$ cat src/rtl/tasps_pkg.sv
// ----------------------------------------------------------------------------
// tasps_pkg: shared types and constants
// Action codes, register indexes and field widths for the step scheduler.
// ----------------------------------------------------------------------------
package tasps_pkg;
   localparam int unsigned DUR_W   = 16;
   localparam int unsigned RATE_W  = 16;
   localparam int unsigned SCALE_W = 9;
   localparam int unsigned DELTA_W = 13;
   localparam int unsigned MAG_W   = 12 + 1;
   localparam int unsigned DIVR_W  = MAG_W + SCALE_W;  // 22 bits
   localparam int unsigned TICK_W  = 32;
   localparam int unsigned CSR_IDX_W = 1;
   localparam int unsigned IN_AXES = 3;

   typedef enum logic [1:0] {
      ACT_NONE = 2'd0,
      ACT_CW   = 2'd1,
      ACT_CCW  = 2'd2
   } action_type;

   localparam logic [CSR_IDX_W-1:0] CSR_TICK_RATE  = 1'd0;
   localparam logic [CSR_IDX_W-1:0] CSR_STEP_SCALE = 1'd1;

   typedef struct packed {
      logic              start;
      logic [TICK_W-1:0] dividend;
      logic [DIVR_W-1:0] divisor;
   } div_req_type;

   typedef struct packed {
      logic              done;
      logic [TICK_W-1:0] quotient;
   } div_rsp_type;
endpackage

$ cat src/rtl/tasps_if.sv
// ----------------------------------------------------------------------------
// tasps channel interfaces
// Valid/ready channels for request, response and register writes.
// ----------------------------------------------------------------------------
interface tasps_req_if;
   logic                                valid;
   logic                                ready;
   logic                                mode;
   logic        [tasps_pkg::DUR_W-1:0]  duration;
   logic signed [tasps_pkg::DELTA_W-1:0] delta_x;
   logic signed [tasps_pkg::DELTA_W-1:0] delta_y;
   logic signed [tasps_pkg::DELTA_W-1:0] delta_z;
   modport source (output valid, mode, duration, delta_x, delta_y, delta_z, input ready);
   modport sink   (input valid, mode, duration, delta_x, delta_y, delta_z, output ready);
endinterface

interface tasps_rsp_if;
   logic       valid;
   logic       ready;
   logic [1:0] action_x;
   logic [1:0] action_y;
   logic [1:0] action_z;
   logic       moving;
   logic       move_done;
   modport source (output valid, action_x, action_y, action_z, moving, move_done,
                   input ready);
   modport sink   (input valid, action_x, action_y, action_z, moving, move_done,
                   output ready);
endinterface

interface tasps_csr_if;
   logic                                 valid;
   logic                                 ready;
   logic [tasps_pkg::CSR_IDX_W-1:0]      index;
   logic [tasps_pkg::RATE_W-1:0]         data;
   modport source (output valid, index, data, input ready);
   modport sink   (input valid, index, data, output ready);
endinterface

$ cat src/rtl/tasps_div.sv
// ----------------------------------------------------------------------------
// tasps_div: restoring divider
// One quotient bit per cycle; a division runs through all 32 dividend bits.
// ----------------------------------------------------------------------------
module tasps_div (
   input  logic                   clock,
   input  logic                   reset,
   input  tasps_pkg::div_req_type req,
   output tasps_pkg::div_rsp_type rsp
);
   import tasps_pkg::*;

   localparam int unsigned CNT_W = $clog2(TICK_W + 1);

   logic [TICK_W-1:0] quo_ff, quo_in;
   logic [DIVR_W:0]   rem_ff, rem_in;
   logic [DIVR_W-1:0] dvs_ff, dvs_in;
   logic [CNT_W-1:0]  cnt_ff, cnt_in;
   logic              busy_ff, busy_in;
   logic              done_ff, done_in;
   logic [DIVR_W:0]   trial;
   logic [DIVR_W+1:0] diff;

   always_comb begin
      quo_in  = quo_ff;
      rem_in  = rem_ff;
      dvs_in  = dvs_ff;
      cnt_in  = cnt_ff;
      busy_in = busy_ff;
      done_in = 1'b0;
      trial   = {rem_ff[DIVR_W-1:0], quo_ff[TICK_W-1]};
      diff    = {1'b0, trial} - {2'b00, dvs_ff};
      if (req.start) begin
         quo_in  = req.dividend;
         rem_in  = '0;
         dvs_in  = req.divisor;
         cnt_in  = CNT_W'(TICK_W);
         busy_in = 1'b1;
      end else if (busy_ff) begin
         if (!diff[DIVR_W+1]) begin
            rem_in = diff[DIVR_W:0];
            quo_in = {quo_ff[TICK_W-2:0], 1'b1};
         end else begin
            rem_in = trial;
            quo_in = {quo_ff[TICK_W-2:0], 1'b0};
         end
         cnt_in = cnt_ff - 1'b1;
         if (cnt_ff == CNT_W'(1)) begin
            busy_in = 1'b0;
            done_in = 1'b1;
         end
      end
   end

   always_ff @(posedge clock) begin
      if (reset) begin
         busy_ff <= 1'b0;
         done_ff <= 1'b0;
         cnt_ff  <= '0;
      end else begin
         busy_ff <= busy_in;
         done_ff <= done_in;
         cnt_ff  <= cnt_in;
      end
      quo_ff <= quo_in;
      rem_ff <= rem_in;
      dvs_ff <= dvs_in;
   end

   assign rsp.done     = done_ff;
   assign rsp.quotient = quo_ff;
endmodule

$ cat src/rtl/tasps_lane.sv
// ----------------------------------------------------------------------------
// tasps_lane: one axis
// Holds interval, direction and active flag; a phase counter marks multiples.
// ----------------------------------------------------------------------------
module tasps_lane (
   input  logic                          clock,
   input  logic                          reset,
   input  logic                          load,
   input  logic                          load_dir,
   input  logic                          load_active,
   input  logic                          set_int,
   input  logic [tasps_pkg::TICK_W-1:0]  int_val,
   input  logic                          tick,
   output tasps_pkg::action_type         action
);
   import tasps_pkg::*;

   logic [TICK_W-1:0] int_ff, int_in;
   logic [TICK_W-1:0] phase_ff, phase_in;
   logic              dir_ff, act_ff;

   always_comb begin
      int_in   = int_ff;
      phase_in = phase_ff;
      if (set_int)
         int_in = (int_val == '0) ? TICK_W'(1) : int_val;
      if (load)
         phase_in = '0;
      else if (tick)
         phase_in = (phase_ff + 1'b1 == int_ff) ? '0 : phase_ff + 1'b1;
   end

   always_ff @(posedge clock) begin
      if (reset) begin
         int_ff   <= TICK_W'(1);
         phase_ff <= '0;
         dir_ff   <= 1'b0;
         act_ff   <= 1'b0;
      end else begin
         int_ff   <= int_in;
         phase_ff <= phase_in;
         if (load) begin
            dir_ff <= load_dir;
            act_ff <= load_active;
         end
      end
   end

   always_comb begin
      action = ACT_NONE;
      if (act_ff && phase_ff == '0)
         action = dir_ff ? ACT_CCW : ACT_CW;
   end
endmodule

$ cat src/rtl/three_axis_step_pulse_scheduler_top.sv
// ----------------------------------------------------------------------------
// three_axis_step_pulse_scheduler_top
// Loads a move, then reports per-axis step actions on each tick beat.
// ----------------------------------------------------------------------------
// A tick beat passes through ST_RESP to its response. A load beat computes
// total ticks with one 16x16 multiply in ST_MUL, then runs one shared
// restoring divider per active axis: a moving axis spends ST_DIVST forming
// the divisor and starting, then ST_DIVWT waiting for the divider; a still
// axis only passes through ST_DIVST. The load then responds via ST_RESP.
// One beat is processed at a time; a response register holds the result
// until it is taken.
module three_axis_step_pulse_scheduler_top #(
   parameter int unsigned AXES = 3
) (
   input  logic       clock,
   input  logic       reset,
   tasps_req_if.sink  req,
   tasps_rsp_if.source rsp,
   tasps_csr_if.sink  csr
);
   import tasps_pkg::*;

   localparam int unsigned AX_W = (AXES > 1) ? $clog2(AXES) : 1;

   typedef enum logic [2:0] {
      ST_IDLE, ST_MUL, ST_DIVST, ST_DIVWT, ST_RESP
   } state_type;

   state_type state_ff;
   logic [RATE_W-1:0]  rate_ff;
   logic [SCALE_W-1:0] scale_ff;
   logic [TICK_W-1:0]  total_ff, count_ff;
   logic               busy_ff;
   logic [DUR_W-1:0]   dur_ff;
   logic [MAG_W-1:0]   mag_ff [AXES];
   logic [AX_W-1:0]    ax_ff;
   logic [DIVR_W-1:0]  divr_ff;
   logic [1:0]         act_ff [IN_AXES];
   logic               moving_ff, done_ff, rvalid_ff;

   div_req_type dreq;
   div_rsp_type drsp;
   action_type  lane_act [AXES];
   logic        load_p, tick_p;
   logic [AXES-1:0] set_p;
   logic [SCALE_W-1:0] scale_eff;
   logic [DELTA_W-1:0] din [IN_AXES];
   logic [TICK_W-1:0] count_nx;

   assign req.ready = (state_ff == ST_IDLE) && !rvalid_ff;
   assign csr.ready = 1'b1;
   assign din[0] = req.delta_x;
   assign din[1] = req.delta_y;
   assign din[2] = req.delta_z;
   assign scale_eff = (scale_ff == '0) ? SCALE_W'(1) : scale_ff;
   assign load_p = req.valid && req.ready && !req.mode;
   assign tick_p = req.valid && req.ready && req.mode && busy_ff;
   assign count_nx = count_ff + 1'b1;

   assign dreq.start    = (state_ff == ST_DIVST);
   assign dreq.dividend = total_ff;
   assign dreq.divisor  = divr_ff;

   tasps_div u_div (.clock(clock), .reset(reset), .req(dreq), .rsp(drsp));

   for (genvar g = 0; g < AXES; g++) begin : g_lane
      assign set_p[g] = (state_ff == ST_DIVWT) && drsp.done && (ax_ff == AX_W'(g));
      tasps_lane u_lane (
         .clock(clock), .reset(reset), .load(load_p),
         .load_dir(g < IN_AXES ? din[g % IN_AXES][DELTA_W-1] : 1'b0),
         .load_active(g < IN_AXES ? (din[g % IN_AXES] != '0) : 1'b0),
         .set_int(set_p[g] || (load_p && (g >= IN_AXES || din[g % IN_AXES] == '0))),
         .int_val(set_p[g] ? drsp.quotient : TICK_W'(1)),
         .tick(tick_p), .action(lane_act[g]));
   end

   always_ff @(posedge clock) begin
      if (reset) begin
         rate_ff   <= RATE_W'(1000);
         scale_ff  <= SCALE_W'(16);
         state_ff  <= ST_IDLE;
         busy_ff   <= 1'b0;
         total_ff  <= '0;
         count_ff  <= '0;
         rvalid_ff <= 1'b0;
         moving_ff <= 1'b0;
         done_ff   <= 1'b0;
         ax_ff     <= '0;
         divr_ff   <= '0;
      end else begin
         if (csr.valid && csr.ready) begin
            if (csr.index == CSR_TICK_RATE)  rate_ff  <= csr.data;
            if (csr.index == CSR_STEP_SCALE) scale_ff <= csr.data[SCALE_W-1:0];
         end
         if (rvalid_ff && rsp.ready) rvalid_ff <= 1'b0;
         case (state_ff)
            ST_IDLE: begin
               if (req.valid && req.ready) begin
                  if (!req.mode) begin
                     for (int i = 0; i < IN_AXES; i++) act_ff[i] <= ACT_NONE;
                     done_ff <= 1'b0;
                     dur_ff <= req.duration;
                     count_ff <= '0;
                     for (int i = 0; i < AXES; i++) begin
                        mag_ff[i] <= (i >= IN_AXES) ? '0 :
                           din[i % IN_AXES][DELTA_W-1] ? MAG_W'(-din[i % IN_AXES]) :
                           MAG_W'(din[i % IN_AXES]);
                     end
                     state_ff <= ST_MUL;
                  end else begin
                     if (busy_ff) begin
                        for (int i = 0; i < IN_AXES; i++)
                           act_ff[i] <= (i < AXES) ? lane_act[i % AXES] : ACT_NONE;
                        count_ff <= count_nx;
                        if (count_nx >= total_ff) busy_ff <= 1'b0;
                        done_ff <= (count_nx >= total_ff);
                        moving_ff <= count_nx < total_ff;
                     end else begin
                        for (int i = 0; i < IN_AXES; i++) act_ff[i] <= ACT_NONE;
                        done_ff <= 1'b0;
                        moving_ff <= 1'b0;
                     end
                     state_ff <= ST_RESP;
                  end
               end
            end
            ST_MUL: begin
               total_ff <= TICK_W'(dur_ff) * TICK_W'(rate_ff);
               ax_ff    <= '0;
               state_ff <= ST_DIVST;
            end
            ST_DIVST: begin
               busy_ff   <= (total_ff != '0);
               moving_ff <= (total_ff != '0);
               divr_ff   <= DIVR_W'(mag_ff[ax_ff]) * DIVR_W'(scale_eff);
               if (mag_ff[ax_ff] == '0 || divr_ff == '0) begin
                  if (divr_ff != '0 || mag_ff[ax_ff] == '0) begin
                     if (ax_ff == AX_W'(AXES - 1)) state_ff <= ST_RESP;
                     else ax_ff <= ax_ff + 1'b1;
                  end
               end else begin
                  state_ff <= ST_DIVWT;
               end
            end
            ST_DIVWT: begin
               if (drsp.done) begin
                  divr_ff <= '0;
                  if (ax_ff == AX_W'(AXES - 1)) state_ff <= ST_RESP;
                  else begin
                     ax_ff    <= ax_ff + 1'b1;
                     state_ff <= ST_DIVST;
                  end
               end
            end
            ST_RESP: begin
               rvalid_ff <= 1'b1;
               state_ff  <= ST_IDLE;
            end
            default: state_ff <= ST_IDLE;
         endcase
      end
   end

   assign rsp.valid     = rvalid_ff;
   assign rsp.action_x  = act_ff[0];
   assign rsp.action_y  = act_ff[1];
   assign rsp.action_z  = act_ff[2];
   assign rsp.moving    = moving_ff;
   assign rsp.move_done = done_ff;

   a_done_idle: assert property (@(posedge clock) disable iff (reset)
      rsp.valid && rsp.move_done |-> !rsp.moving)
      else $error("move_done with moving set");
   a_no_accept_busy: assert property (@(posedge clock) disable iff (reset)
      rvalid_ff |-> !req.ready)
      else $error("accept while response pending");
   a_count_bound: assert property (@(posedge clock) disable iff (reset)
      busy_ff && state_ff == ST_IDLE |-> count_ff < total_ff)
      else $error("tick count past total");
endmodule
$ cat src/flat_wrapper.sv
// flat-port wrapper written by rule: the top's interface ports become plain ports
module three_axis_step_pulse_scheduler_top_flat import tasps_pkg::*;
#(
   parameter int unsigned AXES = 3
)
  (clock, reset, req_valid, req_mode, req_duration, req_delta_x, req_delta_y, req_delta_z, req_ready, rsp_valid, rsp_action_x, rsp_action_y, rsp_action_z, rsp_moving, rsp_move_done, rsp_ready, csr_valid, csr_index, csr_data, csr_ready);
  tasps_req_if req_i ();
  tasps_rsp_if rsp_i ();
  tasps_csr_if csr_i ();
  input  logic clock;
  input  logic reset;
  input wire logic [$bits(req_i.valid)-1:0] req_valid;
  input wire logic [$bits(req_i.mode)-1:0] req_mode;
  input wire logic [$bits(req_i.duration)-1:0] req_duration;
  input wire logic [$bits(req_i.delta_x)-1:0] req_delta_x;
  input wire logic [$bits(req_i.delta_y)-1:0] req_delta_y;
  input wire logic [$bits(req_i.delta_z)-1:0] req_delta_z;
  output wire logic [$bits(req_i.ready)-1:0] req_ready;
  output wire logic [$bits(rsp_i.valid)-1:0] rsp_valid;
  output wire logic [$bits(rsp_i.action_x)-1:0] rsp_action_x;
  output wire logic [$bits(rsp_i.action_y)-1:0] rsp_action_y;
  output wire logic [$bits(rsp_i.action_z)-1:0] rsp_action_z;
  output wire logic [$bits(rsp_i.moving)-1:0] rsp_moving;
  output wire logic [$bits(rsp_i.move_done)-1:0] rsp_move_done;
  input wire logic [$bits(rsp_i.ready)-1:0] rsp_ready;
  input wire logic [$bits(csr_i.valid)-1:0] csr_valid;
  input wire logic [$bits(csr_i.index)-1:0] csr_index;
  input wire logic [$bits(csr_i.data)-1:0] csr_data;
  output wire logic [$bits(csr_i.ready)-1:0] csr_ready;
  assign req_i.valid = req_valid;
  assign req_i.mode = req_mode;
  assign req_i.duration = req_duration;
  assign req_i.delta_x = req_delta_x;
  assign req_i.delta_y = req_delta_y;
  assign req_i.delta_z = req_delta_z;
  assign req_ready = req_i.ready;
  assign rsp_valid = rsp_i.valid;
  assign rsp_action_x = rsp_i.action_x;
  assign rsp_action_y = rsp_i.action_y;
  assign rsp_action_z = rsp_i.action_z;
  assign rsp_moving = rsp_i.moving;
  assign rsp_move_done = rsp_i.move_done;
  assign rsp_i.ready = rsp_ready;
  assign csr_i.valid = csr_valid;
  assign csr_i.index = csr_index;
  assign csr_i.data = csr_data;
  assign csr_ready = csr_i.ready;
  three_axis_step_pulse_scheduler_top #(.AXES(AXES)) u_core (.clock(clock), .reset(reset), .req(req_i), .rsp(rsp_i), .csr(csr_i));
endmodule
$ cat config.mk
export PLATFORM = sky130hd
export DESIGN_NAME = three_axis_step_pulse_scheduler_top_flat
export DESIGN_NICKNAME = d
export VERILOG_FILES = /design/src/rtl/tasps_pkg.sv /design/src/rtl/tasps_if.sv /design/src/rtl/tasps_div.sv /design/src/rtl/tasps_lane.sv /design/src/rtl/three_axis_step_pulse_scheduler_top.sv /design/src/flat_wrapper.sv
export SDC_FILE = /design/constraint.sdc
export NUM_CORES = 2
export LEC_CHECK = 0
export BUFFER_PORTS_ARGS = -buffer_cell sky130_fd_sc_hd__buf_2
export CELL_PAD_IN_SITES_DETAIL_PLACEMENT = 0
export CELL_PAD_IN_SITES_GLOBAL_PLACEMENT = 1
export CORE_ASPECT_RATIO = 0.7
export CORE_MARGIN = 3
export CORE_UTILIZATION = 35
export CTS_CLUSTER_DIAMETER = 100
export DETAILED_ROUTE_END_ITERATION = 10
export PLACE_DENSITY = 0.66
export SLEW_MARGIN = 20
export SYNTH_ARGS = -nofsm -noshare
export SYNTH_HDL_FRONTEND = slang
export SYNTH_HIERARCHICAL = 1
export SYNTH_SLANG_ARGS = --single-unit
$ cat constraint.sdc
create_clock -name clock -period 11.6 [get_ports clock]
set_input_delay 1.16 -clock clock [delete_from_list [all_inputs] [get_ports clock]]
set_output_delay 1.16 -clock clock [all_outputs]
set_load 0.05 [all_outputs]
==> metrics <==
post-synthesis instance area=0.0390 mm²; period utilization=57.0%; number of levels the H-tree was split into=2; proportion of register bits with asynchronous set or reset after synthesis=0%; number of input and output port buffers inserted=87; number of buffers created by CTS=54; Die Area=0.115 mm²; top cells by instance count after synthesis=sky130_fd_sc_hd__nand2_1 (458), sky130_fd_sc_hd__inv_1 (438), sky130_fd_sc_hd__dfxtp_1 (350); total of hold buffers inserted after clock tree synthesis=0; total count of hold-check failures in the final report=0; pin count of the biggest net entering global routing=97; data required time of the worst path=12.10 ns; FF+latch count, synth=465; utilization after layout=38.6%; fraction of layout cells with a size suffix above 1=7.18%; vertical die dimension=285 µm; Worst Slack Setup Final=4.99 ns; smallest hold slack=0.464 ns; number of setup violations in the final report=0; main combinational cell family by area after synthesis=simple AND/OR/NAND/NOR gates; portion of netlist area occupied by mux cells=4.16%; CP Data Arrival Time=7.11 ns; via count of the first global-routing pass=30,400; maximum fanout count along the critical path=16; fin cells=5,874; CTS tree=done; area growth from synthesis to layout=8.30%; maximum number of buffers from clock root to sink=3; count of flip-flops with a built-in enable after synthesis=115; DRC=0; routed length per instance=19.3 µm; cell taking the most area after synthesis=sky130_fd_sc_hd__dfxtp_1; pre-CTS WS=5.01 ns; number of violations of the max-capacitance limit=0; max_slew headroom=26.7%; post-synthesis sequential area ratio=26.8%; dominant cells by area after synthesis=sky130_fd_sc_hd__dfxtp_1 (18%), sky130_fd_sc_hd__fa_1 (14%), sky130_fd_sc_hd__edfxtp_1 (8.9%); num ports=89; final cell area excluding filler cells=0.0422 mm²; area of placed instances=0.0403 mm²; final critical-path required period=6.61 ns; placer's final routability congestion estimate=0.899; overall track demand over capacity in global routing=19.5%; type of element launching the critical path=flop; buffer count from post-CTS setup fixing=0; total number of placement rows=101; adder and majority cell fraction of the synthesized area=20.9%; detailed-route vias per instance=5.31; path type of the worst min-delay path=flop to flop; most frequent cell after synthesis=sky130_fd_sc_hd__nand2_1; synthesized-area fraction occupied by ao, oa, aoi and oai cells=11.9%; Worst setup EP type=flop; GRT Residual Overflow=0; result of the run=completed; effective utilization at floorplan=35.6%; clock sink total=465; clock insertion delay at the later pin of the skew report=0.63 ns; top cell type's share of synthesized area=18.0%; number of max-slew violations in the final report=0; final wirelength=113,000 µm; Avg Inst Size Synth=8.69 µm²; transition time at the pin with the least slew margin=1.09 ns; number of instances resized during post-cts repair=0; total power after layout=8.23 mW; clock transition time at the flip-flop clock pins of the worst setup and hold paths=0.06 ns; wire length of the first global-routing pass=181,000 µm; initial antenna violation count=7; number of standard cells after synthesis=4,485; number of nets in the synthesized netlist=5,051; worst clock skew=0.0233 ns; number of distinct library cell variants in the gate-level netlist after synthesis=102; Crit Path Class=flop to flop; drt first pass iters=6; post-synthesis share of cell area spent on and, or, nand and nor gates=23.3%; HPWL after detailed placement=85,900 µm; starting DRC count in detailed routing=2,358; Post-synth top flop=sky130_fd_sc_hd__dfxtp_1; Inst Count DP=5,768; Lkg Pwr=17.7 nW; total number of vias=31,200; worst voltage drop across the vdd grid=0.000225 V; maximum achievable frequency=151 MHz; Synth Area in XOR/XNOR=5.62%; antenna-violating nets left=0; Die Span X=405 µm; RSZ-0062 raised after global routing=no; standard cell core area=0.109 mm²; count of warnings emitted by yosys=6; Nets=4,948; power density normalized to cell area=195 mW/mm²; clk root buf=sky130_fd_sc_hd__clkbuf_16; setup_tns=0 ns
## registers in the layout, summed over array words and instances (netlist names), 2 cells and up, named ones only
register                       cells
u_core/divr_ff                    22
u_core/rate_ff                    16
u_core/u_div/dvs_ff               22
u_core/state_ff                    3
u_core/u_div/rem_ff               22
u_core/g_lane.u_lane/int_ff       96
u_core/u_div/cnt_ff                6
u_core/dur_ff                     16
u_core/g_lane.u_lane/dir_ff        3
u_core/scale_ff                    9
u_core/u_div/quo_ff               32
u_core/act_ff                      6
u_core/count_ff                   32
u_core/ax_ff                       2
u_core/total_ff                   32
u_core/g_lane.u_lane/act_ff        3
u_core/mag_ff                     39
u_core/g_lane.u_lane/phase_ff     96
## critical path, stage by stage (launching register included)
cell and delay [ns]:
sky130_fd_sc_hd__edfxtp_1 0.74, sky130_fd_sc_hd__nand2_1 0.17, sky130_fd_sc_hd__fa_1 0.53, sky130_fd_sc_hd__fa_1 0.54, sky130_fd_sc_hd__inv_1 0.05, sky130_fd_sc_hd__fa_1 0.50
sky130_fd_sc_hd__inv_1 0.06, sky130_fd_sc_hd__fa_1 0.55, sky130_fd_sc_hd__fa_1 0.43, sky130_fd_sc_hd__fa_1 0.48, sky130_fd_sc_hd__inv_1 0.04, sky130_fd_sc_hd__ha_1 0.34
sky130_fd_sc_hd__o21ai_0 0.17, sky130_fd_sc_hd__nor2_1 0.09, sky130_fd_sc_hd__a2111oi_0 0.46, sky130_fd_sc_hd__o21ba_2 0.25, sky130_fd_sc_hd__o221ai_1 0.16, sky130_fd_sc_hd__o41ai_1 0.43
sky130_fd_sc_hd__o21ai_0 0.20, sky130_fd_sc_hd__xnor2_1 0.18, sky130_fd_sc_hd__a21oi_1 0.08
## cells by family (layout without fill, tap and decap cells)
family | count (synthesis) | after routing
AO/OA/AOI/OAI | 682 | 682
XOR/XNOR | 250 | 250
adder cells (fa/ha/maj) | 488 | 488
buffers and inverters | 715 | 657
flip-flops | 465 | 465
multiplexers | 158 | 158
other | 1 | 6
AND/OR/NAND/NOR | 1726 | 1726
## layer usage
| metal | track usage [%] | routed length (µm) |
|---|---|---|
| met1 | 31.1 | 59500 |
| met2 | 28.0 | 46300 |
| met3 | 2.61 | 5980 |
| met4 | 3.20 | 1540 |
| met5 | 0 | 34 |
## cell usage in the layout (no fill, tap or decap), types with 127 or more instances in the layout
master                    instances
sky130_fd_sc_hd__nand3_1        138
sky130_fd_sc_hd__inv_1          437
sky130_fd_sc_hd__fa_1           273
sky130_fd_sc_hd__nand2_1        458
sky130_fd_sc_hd__nor2_1         271
sky130_fd_sc_hd__xnor2_1        179
sky130_fd_sc_hd__and3_1         146
sky130_fd_sc_hd__dfxtp_1        350
sky130_fd_sc_hd__mux2i_1        127
sky130_fd_sc_hd__and2_1         272
sky130_fd_sc_hd__a21oi_1        159
sky130_fd_sc_hd__ha_1           215
## layout make-up
type                       count  area (µm²)
multi-input combinational   3305       25700
fill                       11100       67200
clock buffer                  64        1450
timing repair buffer         117         667
tap                         1442        1800
sequential                   465       10500
clock inverter                37         428
inverter                     439        1650
antenna                        5        12.5
## final timing paths
path                                    from                               end  slack [ns]  depth (start not counted)
min          u_core/scale_ff[0]$_SDFFE_PP0P_   u_core/scale_ff[0]$_SDFFE_PP0P_        0.46                          2
max reg2reg      u_core/dur_ff[10]$_DFFE_PP_  u_core/total_ff[29]$_SDFFE_PP0P_        4.99                         20
max              u_core/dur_ff[10]$_DFFE_PP_  u_core/total_ff[29]$_SDFFE_PP0P_        4.99                         20
min reg2reg  u_core/scale_ff[0]$_SDFFE_PP0P_   u_core/scale_ff[0]$_SDFFE_PP0P_        0.46                          2
## power by group
part	switching [mW]	internal, mW
registers	0.305	1.93
clock network	0.772	1.06
logic	2.44	1.73
total	3.51	4.72
No activity file was read; power rests on OpenSTA's default activity.
